--- src/design/slbs_pkg.sv ---
package slbs_pkg;

    // Configuration register indexes.
    localparam logic [2:0] CFG_LED_MODE      = 3'd0;
    localparam logic [2:0] CFG_INVERT_OUTPUT = 3'd1;
    localparam logic [2:0] CFG_CUSTOM_ENABLE = 3'd2;
    localparam logic [2:0] CFG_CUSTOM_ON_MS  = 3'd3;
    localparam logic [2:0] CFG_CUSTOM_OFF_MS = 3'd4;

    // LED mode codes.
    localparam logic [1:0] MODE_OFF_READY  = 2'd0;
    localparam logic [1:0] MODE_ON_READY   = 2'd1;
    localparam logic [1:0] MODE_ALWAYS_OFF = 2'd2;

    // Device status codes.
    localparam logic [2:0] STAT_INIT        = 3'd0;
    localparam logic [2:0] STAT_NET_DOWN    = 3'd1;
    localparam logic [2:0] STAT_REGISTERING = 3'd2;
    localparam logic [2:0] STAT_READY       = 3'd3;
    localparam logic [2:0] STAT_CONFIG      = 3'd4;
    localparam logic [2:0] STAT_DOWNLOAD    = 3'd5;
    localparam logic [2:0] STAT_ERROR_A     = 3'd6;
    localparam logic [2:0] STAT_ERROR_B     = 3'd7;

    // Blink sequence codes reported on the output.
    localparam logic [2:0] SEQ_NET      = 3'd0;
    localparam logic [2:0] SEQ_SERVER   = 3'd1;
    localparam logic [2:0] SEQ_READY    = 3'd2;
    localparam logic [2:0] SEQ_CONFIG   = 3'd3;
    localparam logic [2:0] SEQ_DOWNLOAD = 3'd4;
    localparam logic [2:0] SEQ_ERROR    = 3'd5;
    localparam logic [2:0] SEQ_CUSTOM   = 3'd6;

    localparam int unsigned DUR_W     = 16;
    localparam int unsigned ELAPSED_W = 17;

    localparam logic [DUR_W-1:0] STEADY_MS = 16'd1000;

    // LED state; the unused code 3 behaves like not initialized.
    typedef enum logic [1:0] {
        LED_OFF    = 2'd0,
        LED_ON     = 2'd1,
        LED_UNINIT = 2'd2,
        LED_SPARE  = 2'd3
    } t_led_state;

    // Blink half-period of a mapped sequence; on and off times are equal.
    function automatic logic [DUR_W-1:0] map_duration(input logic [2:0] seq);
        logic [DUR_W-1:0] dur;
        unique case (seq)
            SEQ_NET:      dur = 16'd2000;
            SEQ_SERVER:   dur = 16'd500;
            SEQ_CONFIG:   dur = 16'd100;
            SEQ_DOWNLOAD: dur = 16'd20;
            default:      dur = 16'd500;
        endcase
        return dur;
    endfunction

endpackage

--- src/design/status_led_blink_sequencer_top.sv ---
// Channel     Dir  Handshake                          Payload
// ----------  ---  ---------------------------------  ------------------------------------
// s_axis      in   i_s_axis_tvalid / o_s_axis_tready  tdata[2:0] device_status
// m_axis      out  o_m_axis_tvalid / i_m_axis_tready  tdata[0] pin_level, [1] led_lit,
//                                                     [4:2] sequence_code
// cfg         in   i_cfg_we (no wait, no read-back)   i_cfg_addr index, i_cfg_wdata value
//
// One tick transaction per clock unless the output stalls: duration select,
// counter increment and the compare feed the state and result registers directly.
// A result is valid in the cycle after its tick is accepted.
// The result register is refilled in the cycle it is taken, so input is only
// stalled while a result waits and the output side is not ready.
// Reset clears the configuration, the elapsed counter and the output valid,
// and puts the LED into the not initialized state.
module status_led_blink_sequencer_top
    import slbs_pkg::*;
(
    input  logic        i_clk,
    input  logic        i_rst_n,
    // Tick input.
    input  logic        i_s_axis_tvalid,
    output logic        o_s_axis_tready,
    input  logic [7:0]  i_s_axis_tdata,   // [2:0] device_status, [7:3] zero
    // Result output.
    output logic        o_m_axis_tvalid,
    input  logic        i_m_axis_tready,
    output logic [7:0]  o_m_axis_tdata,   // [0] pin_level, [1] led_lit,
                                          // [4:2] sequence_code, [7:5] zero
    // Configuration writes.
    input  logic        i_cfg_we,
    input  logic [2:0]  i_cfg_addr,
    input  logic [15:0] i_cfg_wdata
);

    // Configuration registers.
    logic [1:0]       r_led_mode;
    logic             r_invert;
    logic             r_custom_en;
    logic [DUR_W-1:0] r_custom_on;
    logic [DUR_W-1:0] r_custom_off;

    // Blink state.
    t_led_state           r_led_state, n_led_state;
    logic [ELAPSED_W-1:0] r_elapsed, n_elapsed;

    // Result register.
    logic       r_out_valid;
    logic [4:0] r_out_data;

    logic                 w_accept;
    logic [2:0]           w_status;
    logic [2:0]           w_seq;
    logic [2:0]           w_map_seq;
    logic [DUR_W-1:0]     w_on_ms;
    logic [DUR_W-1:0]     w_off_ms;
    logic [ELAPSED_W-1:0] w_elapsed_inc;
    logic                 w_lit;

    assign w_status        = i_s_axis_tdata[2:0];
    assign o_s_axis_tready = !r_out_valid || i_m_axis_tready;
    assign w_accept        = i_s_axis_tvalid && o_s_axis_tready;

    // Status to sequence code: init and net down share the net sequence.
    always_comb begin
        unique case (w_status) inside
            STAT_INIT, STAT_NET_DOWN:   w_map_seq = SEQ_NET;
            STAT_REGISTERING:           w_map_seq = SEQ_SERVER;
            STAT_READY:                 w_map_seq = SEQ_READY;
            STAT_CONFIG:                w_map_seq = SEQ_CONFIG;
            STAT_DOWNLOAD:              w_map_seq = SEQ_DOWNLOAD;
            STAT_ERROR_A, STAT_ERROR_B: w_map_seq = SEQ_ERROR;
            default:                    w_map_seq = SEQ_ERROR;
        endcase
    end

    // Duration select: always off wins over custom, custom over the map.
    always_comb begin
        if (r_led_mode == MODE_ALWAYS_OFF) begin
            w_seq    = SEQ_CUSTOM;
            w_on_ms  = '0;
            w_off_ms = STEADY_MS;
        end else if (r_custom_en) begin
            w_seq    = SEQ_CUSTOM;
            w_on_ms  = r_custom_on;
            w_off_ms = r_custom_off;
        end else if (w_map_seq == SEQ_READY) begin
            w_seq    = w_map_seq;
            w_on_ms  = (r_led_mode == MODE_ON_READY) ? STEADY_MS : '0;
            w_off_ms = (r_led_mode == MODE_ON_READY) ? '0 : STEADY_MS;
        end else begin
            w_seq    = w_map_seq;
            w_on_ms  = map_duration(w_map_seq);
            w_off_ms = map_duration(w_map_seq);
        end
    end

    // Saturating elapsed counter.
    assign w_elapsed_inc = (r_elapsed == '1) ? r_elapsed : r_elapsed + 1'b1;

    // Next LED state: steady handling for a zero duration, else phase timeout.
    always_comb begin
        n_led_state = r_led_state;
        n_elapsed   = w_elapsed_inc;
        if (w_on_ms == '0 || w_off_ms == '0) begin
            if (n_led_state != LED_OFF && w_on_ms == '0) begin
                n_led_state = LED_OFF;
                n_elapsed   = '0;
            end
            if (n_led_state != LED_ON && w_off_ms == '0) begin
                n_led_state = LED_ON;
                n_elapsed   = '0;
            end
        end else if (r_led_state == LED_ON && w_elapsed_inc > {1'b0, w_on_ms}) begin
            n_led_state = LED_OFF;
            n_elapsed   = '0;
        end else if (r_led_state == LED_OFF && w_elapsed_inc > {1'b0, w_off_ms}) begin
            n_led_state = LED_ON;
            n_elapsed   = '0;
        end
        // First tick: an LED still not initialized comes on, unless steady handling set it.
        if (n_led_state != LED_ON && n_led_state != LED_OFF) begin
            n_led_state = LED_ON;
            n_elapsed   = '0;
        end
    end

    assign w_lit = (n_led_state == LED_ON);

    // Configuration and blink state registers.
    always_ff @(posedge i_clk) begin
        if (!i_rst_n) begin
            r_led_mode   <= MODE_OFF_READY;
            r_invert     <= 1'b0;
            r_custom_en  <= 1'b0;
            r_custom_on  <= '0;
            r_custom_off <= '0;
            r_led_state  <= LED_UNINIT;
            r_elapsed    <= '0;
        end else begin
            if (i_cfg_we) begin
                unique case (i_cfg_addr)
                    CFG_LED_MODE:      r_led_mode   <= i_cfg_wdata[1:0];
                    CFG_INVERT_OUTPUT: r_invert     <= i_cfg_wdata[0];
                    CFG_CUSTOM_ENABLE: r_custom_en  <= i_cfg_wdata[0];
                    CFG_CUSTOM_ON_MS:  r_custom_on  <= i_cfg_wdata;
                    CFG_CUSTOM_OFF_MS: r_custom_off <= i_cfg_wdata;
                    default: ;
                endcase
            end
            if (w_accept) begin
                r_led_state <= n_led_state;
                r_elapsed   <= n_elapsed;
            end
        end
    end

    // Result register control.
    always_ff @(posedge i_clk) begin
        if (!i_rst_n) begin
            r_out_valid <= 1'b0;
        end else if (w_accept) begin
            r_out_valid <= 1'b1;
        end else if (i_m_axis_tready) begin
            r_out_valid <= 1'b0;
        end
    end

    // Result payload.
    always_ff @(posedge i_clk) begin
        if (w_accept) begin
            r_out_data <= {w_seq, w_lit, w_lit ^ r_invert};
        end
    end

    assign o_m_axis_tvalid = r_out_valid;
    assign o_m_axis_tdata  = {3'b000, r_out_data};

    // After any tick the LED is in a defined on or off state.
    a_state_defined: assert property (@(posedge i_clk) disable iff (!i_rst_n)
        w_accept |=> (r_led_state == LED_ON || r_led_state == LED_OFF))
        else $error("LED state undefined after a tick");

    // The reported lit flag matches the state the tick left behind.
    a_lit_matches: assert property (@(posedge i_clk) disable iff (!i_rst_n)
        w_accept |=> (o_m_axis_tvalid && o_m_axis_tdata[1] == (r_led_state == LED_ON)))
        else $error("Reported lit flag disagrees with LED state");

    // Every toggle restarts the elapsed counter.
    a_toggle_clears: assert property (@(posedge i_clk) disable iff (!i_rst_n)
        (w_accept && n_led_state != r_led_state) |=> (r_elapsed == '0))
        else $error("Elapsed counter not cleared on toggle");

    // A waiting, untaken result blocks new input.
    a_stall_blocks: assert property (@(posedge i_clk) disable iff (!i_rst_n)
        (o_m_axis_tvalid && !i_m_axis_tready) |-> !o_s_axis_tready)
        else $error("Input accepted while result is stalled");

endmodule
--- config.mk ---
export PLATFORM = sky130hd
export DESIGN_NAME = status_led_blink_sequencer_top
export DESIGN_NICKNAME = d
export VERILOG_FILES = /design/src/design/slbs_pkg.sv /design/src/design/status_led_blink_sequencer_top.sv
export SDC_FILE = /design/constraint.sdc
export NUM_CORES = 1
export LEC_CHECK = 0
export CORE_UTILIZATION = 65
export CTS_BUF_LIST = sky130_fd_sc_hd__clkbuf_4 sky130_fd_sc_hd__clkbuf_8
export CTS_CLUSTER_SIZE = 10
export DETAILED_ROUTE_END_ITERATION = 8
export DONT_BUFFER_PORTS = 1
export GPL_TIMING_DRIVEN = 0
export PLACE_DENSITY_LB_ADDON = 0.12
export SYNTH_ARGS = -nofsm -noshare
export SYNTH_HDL_FRONTEND = slang
export SYNTH_SLANG_ARGS = --single-unit
export TNS_END_PERCENT = 100
--- constraint.sdc ---
create_clock -name i_clk -period 5.93 [get_ports i_clk]
set_input_delay 0.593 -clock i_clk [delete_from_list [all_inputs] [get_ports i_clk]]
set_output_delay 0.593 -clock i_clk [all_outputs]
set_load 0.02 [all_outputs]
==> impl_results.md <==
- Status: finished clean
- Final hold violations: 0
- WL final: 10520 um
- Max VDD drop: 0.0001593 V
- Synth Flop Type: dfxtp_1
- Post-route antenna net violation count: 0
- Worst slew pin tran: 0.6803 ns
- Unrepaired setup endpoints after global routing: no
- Final min period: 4.418 ns
- Sequential area share after synthesis: 0.3118
- I/O Buffers: 0
- # fillers: 492
- Sequential Area: 1271 um2
- Critical Path Fanout Max: 9
- Data required, critical path: 6.13 ns
- Ports: 42
- Yosys warns: 0
- Cells on worst reg2reg path: 15
- Pre-antenna DRT Iters: 5
- Mapped cell area: 4078 um2
- Critical path endpoint category: flip-flop
- Largest net degree at the start of global routing: 15
- CP max stage cell: o21ai_0
- Ant. Diodes: 0
- Routability cong.: 0.9388
- Period utilization: 0.7451
- Total negative setup slack: 0 ns
- TritonCTS clock tree: built
- Worst reg2reg endpoint: r_elapsed[11]
- Clock latency at the later pin of the worst-skew pair: 0.34 ns
- Largest delay share family, worst path: simple AND/OR/NAND/NOR gates
- Area of the multi-input gates: 2629 um2
- GRT Resource Usage Total: 0.3370
- Die width: 81.21 um
- CTS resizes: 0
- DR WL/cell: 17.21 um
- Setup Viol. Count Final: 0
- Power per cell area: 203.6 nW/um2
- Synthesized instance count: 518
- Arrival @ worst endpoint: 4.62 ns
- Starting DRT DRC Count: 242
- Post-synth cell types: 65
- Htree depth: 3
- Clk root buf: clkbuf_8
- Sink Count: 61
- Worst R2R Start: r_elapsed[6]
- Synthesized area per cell: 7.872 um2
- CTS buffer count: 9
- Leakage: 1.720 nW
- First-pass GRT wire length: 16580 um
- Crit start category: flip-flop
- Peak Freq: 226.3 MHz
- Residual DRC: 0
- Max_cap viols: 0
- Number of synthesized flops with an enable pin: 5
- Setup Skew: 0.009715 ns
- Core ar.: 5991 um2
- Layout cells sized above 1: 0.06530
- GR Overflow Total: 0
- Clock buffer depth: 2
- HP Start: i_cfg_wdata[4]
- Worst-path clk slew: 0.07 ns
- Final nets: 596
- R2R Setup Slk: 1.51 ns
- Die area: 6594 um2
- Worst setup path class: flip-flop to flip-flop
- Synth top area cells: dfxtp_1, nand2_1, ha_1, a21boi_0, edfxtp_1
- Crit-path max cell delay: 0.57 ns
- Hold buffers post-CTS: 0
- Place WS: 1.686 ns
- Starting Density: 0.6807
- DPL Wire Length: 8106 um
- Synth top area share: 0.2749
- Via count: 3786
- Worst path bufs/invs: 0
- Slew Limit Fails: 0
- Max-slew headroom: 0.5417
- Initial antenna violation count: 0
- Hold Crit Endpoint: r_custom_off[4]
- Asr flop ratio synth: 0
- Post-layout util: 0.7277
- Vias in the first global route: 3442
- FF+latch count, synth: 61
- Most frequent CP cell: and4_1
- Row count: 28
- CP cell instances: and4_1 > and4_1 > nand4_2 > nor4b_2 > nor3b_1 > xor2_1 > ha_1 > nand3_1 > o221ai_1 > a2bb2oi_1 > a31oi_1 > a21oi_1 > o22ai_2 > o21ai_0 > nor2_1
- Area leader, netlist: dfxtp_1
- Synth-to-Final Area Change: 6.904%
- # Post-CTS Setup Buffers: 0
- Hold path cells: 2
- Worst hold path type: primary input to flip-flop
- Worst setup margin: 1.512 ns
- Via density: 6.196
- Die H: 81.21 um
## metal layers
| metal | routed length (um) | vias to the layer above | track usage |
|---|---|---|---|
| li1 | - | 1865 | - |
| met1 | 4862 | 1792 | 0.4388 |
| met2 | 4913 | 114 | 0.5580 |
| met3 | 612 | 15 | 0.05730 |
| met4 | 127 | 0 | 0.1179 |
| met5 | 0 | - | 0 |
## where the power goes
part           total [mW]  internal, mW  switching (mW)
registers           0.438         0.426          0.0117
clock network       0.346         0.177           0.169
logic               0.103        0.0397          0.0634
total               0.887         0.643           0.244
## stage by stage
stage	std cells	total power, mW	area, um2	hold slack (ns)
6_report	611	0.8875	4359	0.3908
5_1_grt	611	0.9199	4359	0.3939
4_1_cts	611	0.8847	4359	0.3828
3_5_place_dp	595	0.5482	4179	0.4618
3_3_place_gp	595	0.5453	4179	0.4503
2_1_floorplan	520	0.5226	4085	0.4431
## area by class of cell
cell class	instances	share of cell area
Multi-Input combinational cell	418	0.6030
Sequential cell	61	0.2916
Clock inverter	4	0.004879
Tap cell	75	0.02153
Buffer	27	0.03042
Inverter	14	0.01206
Clock buffer	12	0.03645
## layout by cell type (no fill, tap or decap), types with 4 or more instances in the layout
cell | netlist | routed
nor4_1 | 6 | 6
and4_1 | 4 | 4
inv_1 | 13 | 13
o21ai_0 | 20 | 20
a21oi_1 | 26 | 26
a21boi_0 | 36 | 36
and3b_1 | 4 | 4
nor3_1 | 6 | 6
dfxtp_1 | 56 | 56
and3_1 | 5 | 5
o211ai_1 | 4 | 4
nor2b_1 | 9 | 9
xnor2_1 | 11 | 11
nand3_1 | 24 | 24
edfxtp_1 | 5 | 5
a211oi_1 | 5 | 5
a21boi_1 | 9 | 9
xor2_1 | 10 | 10
ha_1 | 33 | 33
clkbuf_8 | 0 | 11
nor2_1 | 30 | 30
nand2_1 | 115 | 115
nand4_1 | 7 | 7
nand2b_1 | 4 | 4
buf_4 | 4 | 4
clkbuf_1 | 14 | 14
buf_2 | 6 | 6
## worst max-delay path by stage
stage	slack, ns	cells after the start	from	endpoint
5_1_grt	1.17	15	r_elapsed[6]	r_elapsed[11]
2_1_floorplan	2.37	16	r_elapsed[8]	r_elapsed[10]
6_report	1.51	15	r_elapsed[6]	r_elapsed[11]
3_5_place_dp	1.69	16	r_elapsed[6]	r_elapsed[9]
4_1_cts	1.61	16	r_elapsed[6]	r_elapsed[9]
3_3_place_gp	1.75	15	r_elapsed[6]	r_elapsed[3]
## cell usage after synthesis, types with 6 or more instances
master    number
nand2_1      115
dfxtp_1       56
a21boi_0      36
ha_1          33
nor2_1        30
a21oi_1       26
nand3_1       24
o21ai_0       20
clkbuf_1      14
inv_1         13
xnor2_1       11
xor2_1        10
a21boi_1       9
nor2b_1        9
nand4_1        7
buf_2          6
nor3_1         6
nor4_1         6
## logic make-up (layout without fill, tap and decap cells)
family / after synthesis / in the layout / share of synthesized area
compound gates: 122 / 122 / 0.2062
mux: 3 / 3 / 0.007671
flops: 61 / 61 / 0.3118
fa+ha+maj: 35 / 35 / 0.1062
other cells: 1 / 3 / 0.0009196
simple gates: 234 / 234 / 0.2768
xor+xnor: 21 / 21 / 0.04510
buf+inv: 41 / 57 / 0.04541
## worst register-to-register path, cell delays in order, from the launching register on
cell	delay, ns
dfxtp_1	0.38
and4_1	0.24
and4_1	0.27
nand4_2	0.20
nor4b_2	0.44
nor3b_1	0.41
xor2_1	0.18
ha_1	0.34
nand3_1	0.16
o221ai_1	0.28
a2bb2oi_1	0.20
a31oi_1	0.10
a21oi_1	0.23
o22ai_2	0.16
o21ai_0	0.57
nor2_1	0.12
## state kept, by name (all words and copies together), names as in the netlist
| register | cells |
|---|---|
| r_custom_off | 16 |
| r_led_state | 2 |
| r_out_data | 5 |
| o_m_axis_tvalid | 1 |
| r_custom_on | 16 |
| r_custom_en | 1 |
| r_elapsed | 17 |
| r_led_mode | 2 |
| r_invert | 1 |
Note: power is estimated with default switching activity, not from simulation.
